--- config.mk ---
export PLATFORM = sky130hd
export DESIGN_NAME = nested_comment_stripper
export DESIGN_NICKNAME = d
export VERILOG_FILES = /design/src/rtl/ncs_pkg.sv /design/src/rtl/ncs_step.sv /design/src/rtl/nested_comment_stripper.sv
export SDC_FILE = /design/constraint.sdc
export NUM_CORES = 1
export LEC_CHECK = 0
export BUFFER_PORTS_ARGS = -buffer_cell sky130_fd_sc_hd__buf_2
export CAP_MARGIN = 20
export CORE_UTILIZATION = 28
export CTS_BUF_LIST = sky130_fd_sc_hd__clkbuf_4 sky130_fd_sc_hd__clkbuf_8 sky130_fd_sc_hd__clkbuf_16
export DETAILED_ROUTE_END_ITERATION = 10
export RECOVER_POWER = 50
export SLEW_MARGIN = 20
export SYNTH_ARGS = -nofsm -noshare
export SYNTH_HDL_FRONTEND = slang
export SYNTH_SLANG_ARGS = --single-unit
--- constraint.sdc ---
create_clock -name clk_i -period 3.9 [get_ports clk_i]
set_input_delay 0.585 -clock clk_i [delete_from_list [all_inputs] [get_ports clk_i]]
set_output_delay 0.585 -clock clk_i [all_outputs]
set_load 0.005 [all_outputs]
--- src/rtl/ncs_pkg.sv ---
// Package for the nested comment stripper: character codes, state and result types.
// Used by ncs_step and nested_comment_stripper; has no dependencies of its own.
package ncs_pkg;

  // deepest bracket comment nesting that is tracked
  localparam int unsigned DepthMax = 255;
  localparam int unsigned DepthW   = $clog2(DepthMax + 1);

  // character codes
  localparam logic [7:0] ChOpen   = 8'h5B;
  localparam logic [7:0] ChClose  = 8'h5D;
  localparam logic [7:0] ChAmp    = 8'h26;
  localparam logic [7:0] ChSemi   = 8'h3B;
  localparam logic [7:0] ChSquote = 8'h27;
  localparam logic [7:0] ChDquote = 8'h22;

  // separator register value after reset
  localparam logic [7:0] SepReset = 8'd7;

  typedef enum logic [1:0] {
    QUOTE_NONE   = 2'd0,
    QUOTE_SINGLE = 2'd1,
    QUOTE_DOUBLE = 2'd2
  } quote_e;

  typedef enum logic [1:0] {
    ERR_NONE  = 2'd0,
    ERR_CLOSE = 2'd1,
    ERR_OVER  = 2'd3
  } err_e;

  typedef enum logic [1:0] {
    STAT_OK         = 2'd0,
    STAT_STRAY_CLOSE = 2'd1,
    STAT_OPEN       = 2'd2,
    STAT_OVERFLOW   = 2'd3
  } status_e;

  // scanner state carried from byte to byte
  typedef struct packed {
    quote_e              quote;
    logic [DepthW-1:0]   depth;
    logic                special;
    err_e                err;
  } scan_state_t;

  // one result item
  typedef struct packed {
    logic [7:0] out_byte;
    logic       kept;
    logic       final_res;
    status_e    status;
  } result_t;

  localparam scan_state_t StateReset = '{
    quote:   QUOTE_NONE,
    depth:   '0,
    special: 1'b0,
    err:     ERR_NONE
  };

endpackage

--- src/rtl/ncs_step.sv ---
// Per-byte update of the scanner: next state and result for one text byte.
// Depends on ncs_pkg for the character codes, state and result types.
module ncs_step (
  input  ncs_pkg::scan_state_t state_i,
  input  logic [7:0]           sep_code_i,
  input  logic [7:0]           cur_byte_i,
  input  logic [7:0]           next_byte_i,
  input  logic                 is_last_i,
  output ncs_pkg::scan_state_t state_o,
  output ncs_pkg::result_t     result_o
);

  ncs_pkg::scan_state_t upd;
  ncs_pkg::quote_e      qk;
  logic                 in_comm;
  logic                 keep;

  // quote class of the current byte
  always_comb begin
    case (cur_byte_i)
      ncs_pkg::ChSquote: qk = ncs_pkg::QUOTE_SINGLE;
      ncs_pkg::ChDquote: qk = ncs_pkg::QUOTE_DOUBLE;
      default:           qk = ncs_pkg::QUOTE_NONE;
    endcase
  end

  assign in_comm = (state_i.depth != '0) || state_i.special;

  // quote, bracket and error tracking
  always_comb begin
    upd  = state_i;
    keep = 1'b1;
    if (state_i.err != ncs_pkg::ERR_CLOSE) begin
      if (!in_comm && state_i.quote != ncs_pkg::QUOTE_NONE && qk == state_i.quote) begin
        upd.quote = ncs_pkg::QUOTE_NONE;
      end else if (state_i.quote == ncs_pkg::QUOTE_NONE && !in_comm &&
                   qk != ncs_pkg::QUOTE_NONE) begin
        upd.quote = qk;
      end else if (state_i.quote == ncs_pkg::QUOTE_NONE && cur_byte_i == ncs_pkg::ChOpen) begin
        if (next_byte_i == ncs_pkg::ChAmp && !in_comm) begin
          upd.special = 1'b1;
        end else if (state_i.depth >= ncs_pkg::DepthW'(ncs_pkg::DepthMax)) begin
          upd.depth = ncs_pkg::DepthW'(ncs_pkg::DepthMax);
          upd.err   = ncs_pkg::ERR_OVER;
        end else begin
          upd.depth = state_i.depth + ncs_pkg::DepthW'(1);
        end
      end else if (state_i.quote == ncs_pkg::QUOTE_NONE && cur_byte_i == ncs_pkg::ChClose) begin
        if (state_i.special) begin
          upd.special = 1'b0;
        end else if (state_i.depth == '0) begin
          upd.err = ncs_pkg::ERR_CLOSE;
          keep    = 1'b0;
        end else begin
          upd.depth = state_i.depth - ncs_pkg::DepthW'(1);
          keep      = 1'b0;
        end
      end
    end else begin
      keep = 1'b0;
    end
  end

  // kept byte with separator substitution
  always_comb begin
    result_o           = '0;
    result_o.final_res = is_last_i;
    result_o.status    = ncs_pkg::STAT_OK;
    if (keep && upd.depth == '0) begin
      result_o.kept = 1'b1;
      if (cur_byte_i == ncs_pkg::ChSemi && upd.quote == ncs_pkg::QUOTE_NONE && !upd.special) begin
        result_o.out_byte = sep_code_i;
      end else begin
        result_o.out_byte = cur_byte_i;
      end
    end
    if (is_last_i) begin
      if (upd.err == ncs_pkg::ERR_CLOSE) begin
        result_o.status = ncs_pkg::STAT_STRAY_CLOSE;
      end else if (upd.err == ncs_pkg::ERR_OVER) begin
        result_o.status = ncs_pkg::STAT_OVERFLOW;
      end else if (upd.depth != '0) begin
        result_o.status = ncs_pkg::STAT_OPEN;
      end
    end
  end

  // end of text returns the scanner to its reset state
  assign state_o = is_last_i ? ncs_pkg::StateReset : upd;

endmodule

--- src/rtl/nested_comment_stripper.sv ---
// Top level of the nested comment stripper: input register, scanner state, result register.
// Depends on ncs_pkg and ncs_step.
//
//   channel   direction  handshake                 payload
//   ---------------------------------------------------------------------------------
//   input     in         in_valid_i / in_stall_o   cur_byte_i, next_byte_i, is_last_i
//   result    out        res_valid_o / res_stall_i out_byte_o, out_valid_o,
//                                                  final_res_o, status_o
//   separator in         sep_wr_en_i               sep_wr_data_i
//
// One request per cycle sustained while the result side does not stall; a byte taken is
// held in the input register, then loaded into the result register, which hands it on.
// The scanner state register is updated in the same cycle the byte moves from the
// input register to the result register, so each byte sees the state left by the last.
// Reset clears the scanner state and both valid flags and sets the separator to 7.
// A stall on the result side holds the result register and backs up into in_stall_o.
module nested_comment_stripper (
  input  logic       clk_i,
  input  logic       rst_ni,
  input  logic       sep_wr_en_i,
  input  logic [7:0] sep_wr_data_i,
  input  logic       in_valid_i,
  output logic       in_stall_o,
  input  logic [7:0] cur_byte_i,
  input  logic [7:0] next_byte_i,
  input  logic       is_last_i,
  output logic       res_valid_o,
  input  logic       res_stall_i,
  output logic [7:0] out_byte_o,
  output logic       out_valid_o,
  output logic       final_res_o,
  output logic [1:0] status_o
);

  logic                 in_valid_q;
  logic [7:0]           cur_q;
  logic [7:0]           next_q;
  logic                 last_q;
  logic [7:0]           sep_q;
  ncs_pkg::scan_state_t state_q;
  ncs_pkg::scan_state_t state_d;
  ncs_pkg::result_t     res_q;
  ncs_pkg::result_t     res_d;
  logic                 res_valid_q;
  logic                 advance;
  logic                 in_take;

  // pipeline control
  assign advance    = in_valid_q && (!res_valid_q || !res_stall_i);
  assign in_stall_o = in_valid_q && !advance;
  assign in_take    = in_valid_i && !in_stall_o;

  // separator register
  always_ff @(posedge clk_i or negedge rst_ni) begin
    if (!rst_ni) begin
      sep_q <= ncs_pkg::SepReset;
    end else if (sep_wr_en_i) begin
      sep_q <= sep_wr_data_i;
    end
  end

  // input register
  always_ff @(posedge clk_i or negedge rst_ni) begin
    if (!rst_ni) begin
      in_valid_q <= 1'b0;
    end else if (in_take) begin
      in_valid_q <= 1'b1;
    end else if (advance) begin
      in_valid_q <= 1'b0;
    end
  end

  always_ff @(posedge clk_i) begin
    if (in_take) begin
      cur_q  <= cur_byte_i;
      next_q <= next_byte_i;
      last_q <= is_last_i;
    end
  end

  // per-byte scanner logic
  ncs_step u_step (
    .state_i     (state_q),
    .sep_code_i  (sep_q),
    .cur_byte_i  (cur_q),
    .next_byte_i (next_q),
    .is_last_i   (last_q),
    .state_o     (state_d),
    .result_o    (res_d)
  );

  // scanner state
  always_ff @(posedge clk_i or negedge rst_ni) begin
    if (!rst_ni) begin
      state_q <= ncs_pkg::StateReset;
    end else if (advance) begin
      state_q <= state_d;
    end
  end

  // result register
  always_ff @(posedge clk_i or negedge rst_ni) begin
    if (!rst_ni) begin
      res_valid_q <= 1'b0;
    end else if (advance) begin
      res_valid_q <= 1'b1;
    end else if (!res_stall_i) begin
      res_valid_q <= 1'b0;
    end
  end

  always_ff @(posedge clk_i) begin
    if (advance) begin
      res_q <= res_d;
    end
  end

  assign res_valid_o = res_valid_q;
  assign out_byte_o  = res_q.out_byte;
  assign out_valid_o = res_q.kept;
  assign final_res_o = res_q.final_res;
  assign status_o    = res_q.status;

  // a dropped byte carries a zero value
  assert property (@(posedge clk_i) disable iff (!rst_ni)
    res_valid_o && !out_valid_o |-> out_byte_o == 8'd0)
    else $error("dropped byte with nonzero value");

  // only the last byte of a text reports a status
  assert property (@(posedge clk_i) disable iff (!rst_ni)
    res_valid_o && status_o != ncs_pkg::STAT_OK |-> final_res_o)
    else $error("status on a byte that is not last");

  // end of text clears the scanner state
  assert property (@(posedge clk_i) disable iff (!rst_ni)
    advance && last_q |=> state_q == ncs_pkg::StateReset)
    else $error("state not cleared after end of text");

  // a stray close stays until the end of the text
  assert property (@(posedge clk_i) disable iff (!rst_ni)
    state_q.err == ncs_pkg::ERR_CLOSE && !(advance && last_q)
      |=> state_q.err == ncs_pkg::ERR_CLOSE)
    else $error("stray close error lost");

  // depth saturates at its limit
  assert property (@(posedge clk_i) disable iff (!rst_ni)
    state_q.depth <= ncs_pkg::DepthW'(ncs_pkg::DepthMax))
    else $error("comment depth beyond limit");

endmodule

-- Word level (Yosys, flattened, before mapping)
Cells that the tools add are included.
- add/subtract/negate cells: 2
- $lt $le $gt $ge: 1
- equality and inequality tests: 11
- mux-type cells: 33
- bitwise gates (word level): 1
- reductions and logical operators: 31
- operators by type and width (cell ; number):
    $mux W11 ; 4
    $mux W8 ; 5
    $eq A8 B6 Y1 const B ; 4
    $mux W13 ; 2
    $eq A8 B7 Y1 const B ; 2
    $logic_not A8 Y1 ; 2
    $mux W2 ; 8
    $reduce_bool A8 Y1 ; 2
    $logic_and A1 B1 Y1 ; 13
    $mux W1 ; 13
    $add A8 B1 Y8 const B ; 1
    $ge A8 B8 Y1 const B ; 1
    $sub A8 B1 Y8 const B ; 1
    $logic_not A1 Y1 ; 6
    $reduce_bool A2 Y1 ; 3
    $logic_not A2 Y1 ; 2
    $ne A2 B1 Y1 const B ; 2
    $pmux W2 S2 ; 1
    $eq A2 B1 Y1 const B ; 1
    $eq A2 B2 Y1 ; 1
    $eq A2 B2 Y1 const B ; 1
    $logic_or A1 B1 Y1 ; 2
    $reduce_or A2 Y1 ; 1
    $not A1 Y1 ; 1
- register bits: 52
- input port bits: 30
- output and inout bits: 14
- logic and storage cells: 94

-- Longest topological paths before layout
- word-level depth: 13
- mapped depth: 11
- gate-level depth less buffers: 9

-- Cells and area by module
Synthesis repeated with hierarchy kept, for this count alone.
- cells, all modules: 271
- area, all modules: 3024.2 sq um
- by module, submodules not included (module ; times used ; cells an instance ; area an instance (sq um) ; seq. area each (sq um)):
    nested_comment_stripper ; 1 ; 81 ; 1794.2 ; 1450.1
    ncs_step ; 1 ; 190 ; 1229.9 ; 0.0

-- Worst setup path after synthesis
Ideal clock, no wire load.
- kind: register to register
- from: register state_q[3] in the netlist's numbering
- to: register res_q (netlist bit out_byte_o[0]), data pin
- setup time: 0.271 ns
- arrival: 2.905 ns
- data required time: 3.629 ns
- path slack: 0.724 ns
- stages on the path, launching flop included: 11
- path buffers: 1
- period minus slack after synthesis: 3.176 ns
- cell sequence: dfrtp_1 -> clkbuf_1 -> inv_1 -> ha_1 -> or3b_1 -> or4_4 -> o31a_1 -> o32a_1 -> a211oi_4 -> mux2i_1 -> nor3_2
- longest elaborated chain between the ends: 12
- elaborated cells between the ends (all ways): 34
- classes of those cells: add/sub: 2; order compare: 1; mux: 16; reduce/logical: 15
- ends and longest elaborated chain (item ; RTL line ; source):
    start, declared ; nested_comment_stripper.sv:40 ; ncs_pkg::scan_state_t state_q;
    start signal, assigned ; nested_comment_stripper.sv:95 ; state_q <= ncs_pkg::StateReset;
    start signal, assigned ; nested_comment_stripper.sv:97 ; state_q <= state_d;
    parallel branches: the longest is 12 deep, another holds $sub A8 B1 Y8 ; - ;
    end signal, assigned ; nested_comment_stripper.sv:114 ; res_q <= res_d;
    end, declared ; nested_comment_stripper.sv:42 ; ncs_pkg::result_t res_q;
Parallel ways; which one is timed is not known.
A chain may end at the register's enable or synchronous reset.

-- Final worst setup path
- from: register state_q[3] in the netlist's numbering
- to: register res_q (netlist bit out_byte_o[4]), data pin
Same word-level chain as after synthesis.

==> key figures <==
Floorplanning
  – I/O pin count: 44
  – Site row count: 37
  – Core area: 0.01037 sq mm
  – DIE HEIGHT: 105.4 um
  – DIE AREA: 0.01112 sq mm
  – Initial Utilization: 0.2889
  – Die width: 105.4 um

Critical path
  – Critical path type: register to register
  – Worst-path maximum fanout: 12
  – Endpoint class of the critical path: register
  – Worst Setup Start Kind: register
  – FF-to-FF setup slack: 0.52 ns
  – Worst reg2reg startpoint: state_q[3]$_DFFE_PN0P_
  – Crit path DAT: 3.49 ns
  – R2R depth: 9
  – R2r endpoint: out_byte_o[4]$_SDFFCE_PN0P_
  – CP required: 4.01 ns

Power and ir drop
  – PwrDens: 350.4 mW/mm^2
  – Psw: 0.0003150 W
  – Logic gate share of total power: 0.143
  – Switch share: 0.2602
  – Reg power frac: 0.550
  – Int Power: 0.0008956 W
  – Clock share of power: 0.307
  – Lkg Pwr: 1.305 nW
  – Peak supply drop: 0.0001499 V

Synth
  – Mapped Cells: 285
  – Syn. warnings: 0
  – Sequential share of the synthesized area: 0.4841
  – Main flop type after synthesis: edfxtp_1
  – Most instantiated cells after synthesis: edfxtp_1 (29), nand2_1 (23), o21ai_0 (21)
  – Post-synth cell types: 66
  – Post-synth EDFFs: 29
  – Synth top area cells: edfxtp_1 (29%), dfrtp_1 (17%), o21ai_0 (3.5%)
  – Most common cell in the netlist: edfxtp_1
  – Async set or reset register ratio after synthesis: 0.4423
  – Syn avg cell area: 10.51 sq um
  – Mapped Nets: 318
  – Post-Synthesis Cell Area: 0.002995 sq mm
  – FF+latch count, synth: 52
  – Dominant cell type by area after synthesis: edfxtp_1
  – Post-synth top area share: 0.2907

Drt
  – DRT Pass-1 Iters: 8
  – Via density per instance: 5.524
  – DRT iter0 DRCs: 293
  – Final ANT Viol Nets: 0
  – # DRC: 0
  – DR vias: 2,552
  – Routed length per instance: 16.28 um
  – Total Wirelength: 7.522 mm

STA
  – Fin crit share: 0.8656
  – Final setup fails: 0
  – Worst setup margin: 0.5242 ns
  – F_max: 296.2 MHz
  – RSZ-0062 raised after global routing: no
  – Min cycle time layout: 3.376 ns
  – Clock skew: 0.01043 ns
  – Worst slew margin: 0.09277
  – Fin Setup TNS: 0 ns
  – Worst slew pin tran: 1.361 ns
  – Final slew viol count: 0
  – Final Hold Fails: 0

Finish
  – Final net count: 358
  – Finished Cell Area: 0.003455 sq mm
  – Post-route insts no fill: 462
  – Area grow syn2layout: 15.33%
  – Number of diodes: 0
  – Post-layout util: 0.3331
  – Fillers: 1,066
  – Ratio of cells with drive above 1 in the final layout: 0.2270

Clocking
  – CTS Buffer Depth: 2
  – Clk root buf: clkbuf_8
  – CTS resizes: 0
  – Clock buffer count from CTS: 5
  – CTS sink cnt: 52
  – Post-CTS setup buffers: 0
  – Worst-Skew Late Latency: 0.31 ns
  – H-tree level count: 2
  – Clk slew on worst S/H paths: 0.10 ns
  – CTS tree: done
  – Post-CTS Hold Fix Bufs: 0

Place
  – Number of cells after detailed placement: 454
  – Hpwl dp: 5.597 mm
  – Post-DP Area: 0.003348 sq mm
  – Number of port buffers: 43
  – Pre-CTS worst setup slack: 0.5360 ns
  – RePlAce Congestion: 1.024

Flow run
  – Max-cap viol count: 0

Hold path
  – Worst Hold Class: input pin to register
  – Worst hold start: cur_byte_i[5]
  – Hold path endpoint: cur_q[5]$_DFFE_PP_
  – Hold path cells: 1

Run status
  – Status: finished, final reports clean

Global routing
  – Vias in the first global route: 2,441
  – GRT Resource Usage Total: 0.1426
  – GRT overflow: 0
  – Largest net degree at the start of global routing: 24
  – Antenna violations before repair: 0
  – First-pass GRT wire length: 12.61 mm
-- layout by cell type, fill, tap and decap left out, drive strengths merged, types with 4 or more instances in the layout --
cell    synthesis  routed
buf             3      43
edfxtp         29      29
nand2          23      23
o21ai          21      21
dfrtp          20      20
nor3           16      16
nor2           14      14
nand3          11      11
inv            10      10
a21oi           9       9
clkbuf         11       9
nand4           8       8
nand2b          8       8
mux2            7       7
nor4            6       6
nor2b           5       5
mux2i           5       5
nor4b           4       4
or4             4       4
-- critical path, stage by stage, from the launching register on --
cell and delay (ns):
dfrtp_1 0.50, inv_1 0.20, ha_1 0.18, or3b_1 0.43, o41ai_2 0.47, and2b_1 0.21, o32ai_1 0.13, o31ai_1 0.30
o2111ai_2 0.38, a2111oi_1 0.38
-- state kept, by name, summed over array words and instances (netlist names) --
name and flops:
state_q 13, cur_q 8, next_q 8, out_byte_o 8, sep_q 8, status_o 2
final_res_o 1, in_valid_q 1, last_q 1, out_valid_o 1, res_valid_o 1
-- power groups by stage --
stage | Combinational, W | Clock, W | Sequential [W]
after floorplan | 0.000118 | 0 | 0.000660
after global placement | 0.000172 | 0 | 0.000677
after detailed placement | 0.000174 | 0 | 0.000677
after CTS | 0.000175 | 0.000383 | 0.000665
after global routing | 0.000191 | 0.000404 | 0.000672
final | 0.000173 | 0.000372 | 0.000665
-- metal layers --
metal | up-vias | GRT usage | routed length (um)
li1 | 1180 | - | -
met1 | 1214 | 0.1982 | 3266
met2 | 133 | 0.2185 | 3514
met3 | 25 | 0.02721 | 549
met4 | 0 | 0.05433 | 192
met5 | - | 0 | 0
-- area by class of cell --
class                           count  area [sq um]  area share
Clock buffer                        5         68.82     0.01992
Tap cell                          136         170.2     0.04926
Inverter                           10         37.54     0.01087
Multi-Input combinational cell    209          1445      0.4183
Timing Repair Buffer               47         240.2     0.06954
Clock inverter                      3         42.54     0.01231
Sequential cell                    52          1450      0.4198
-- stage by stage --
step | power [W] | hold WS [ns]
after detailed placement | 0.0008513 | 0.4733
after CTS | 0.001223 | 0.2718
after global routing | 0.001267 | 0.4331
after floorplan | 0.0007776 | 0.2894
after global placement | 0.0008496 | 0.4708
final | 0.001211 | 0.4449
-- logic make-up (layout without fill, tap and decap cells) --
logic type,Yosys count,count (layout),synth area share
AND/OR/NAND/NOR,122,122,0.2456
AO/OA/AOI/OAI,71,71,0.1784
multiplexers,12,12,0.04303
adder cells (fa/ha/maj),3,3,0.01253
flip-flops,52,52,0.4841
XOR/XNOR,1,1,0.002925
buffers and inverters,24,65,0.03342
-- worst max path at each step --
stage	from	end	slack (ns)	depth (start not counted)
5_1_grt	state_q[3]$_DFFE_PN0P_	out_byte_o[4]$_SDFFCE_PN0P_	0.19	9
4_1_cts	state_q[3]$_DFFE_PN0P_	out_byte_o[1]$_SDFFCE_PN0P_	0.54	9
6_report	state_q[3]$_DFFE_PN0P_	out_byte_o[4]$_SDFFCE_PN0P_	0.52	9
3_3_place_gp	cur_q[2]$_DFFE_PP_	status_o[1]$_SDFFCE_PP0P_	0.58	7
2_1_floorplan	state_q[3]$_DFFE_PN0P_	out_byte_o[0]$_SDFFCE_PN0P_	0.72	10
3_5_place_dp	state_q[3]$_DFFE_PN0P_	out_byte_o[1]$_SDFFCE_PN0P_	0.54	9
(Power assumes the default switching activity.)
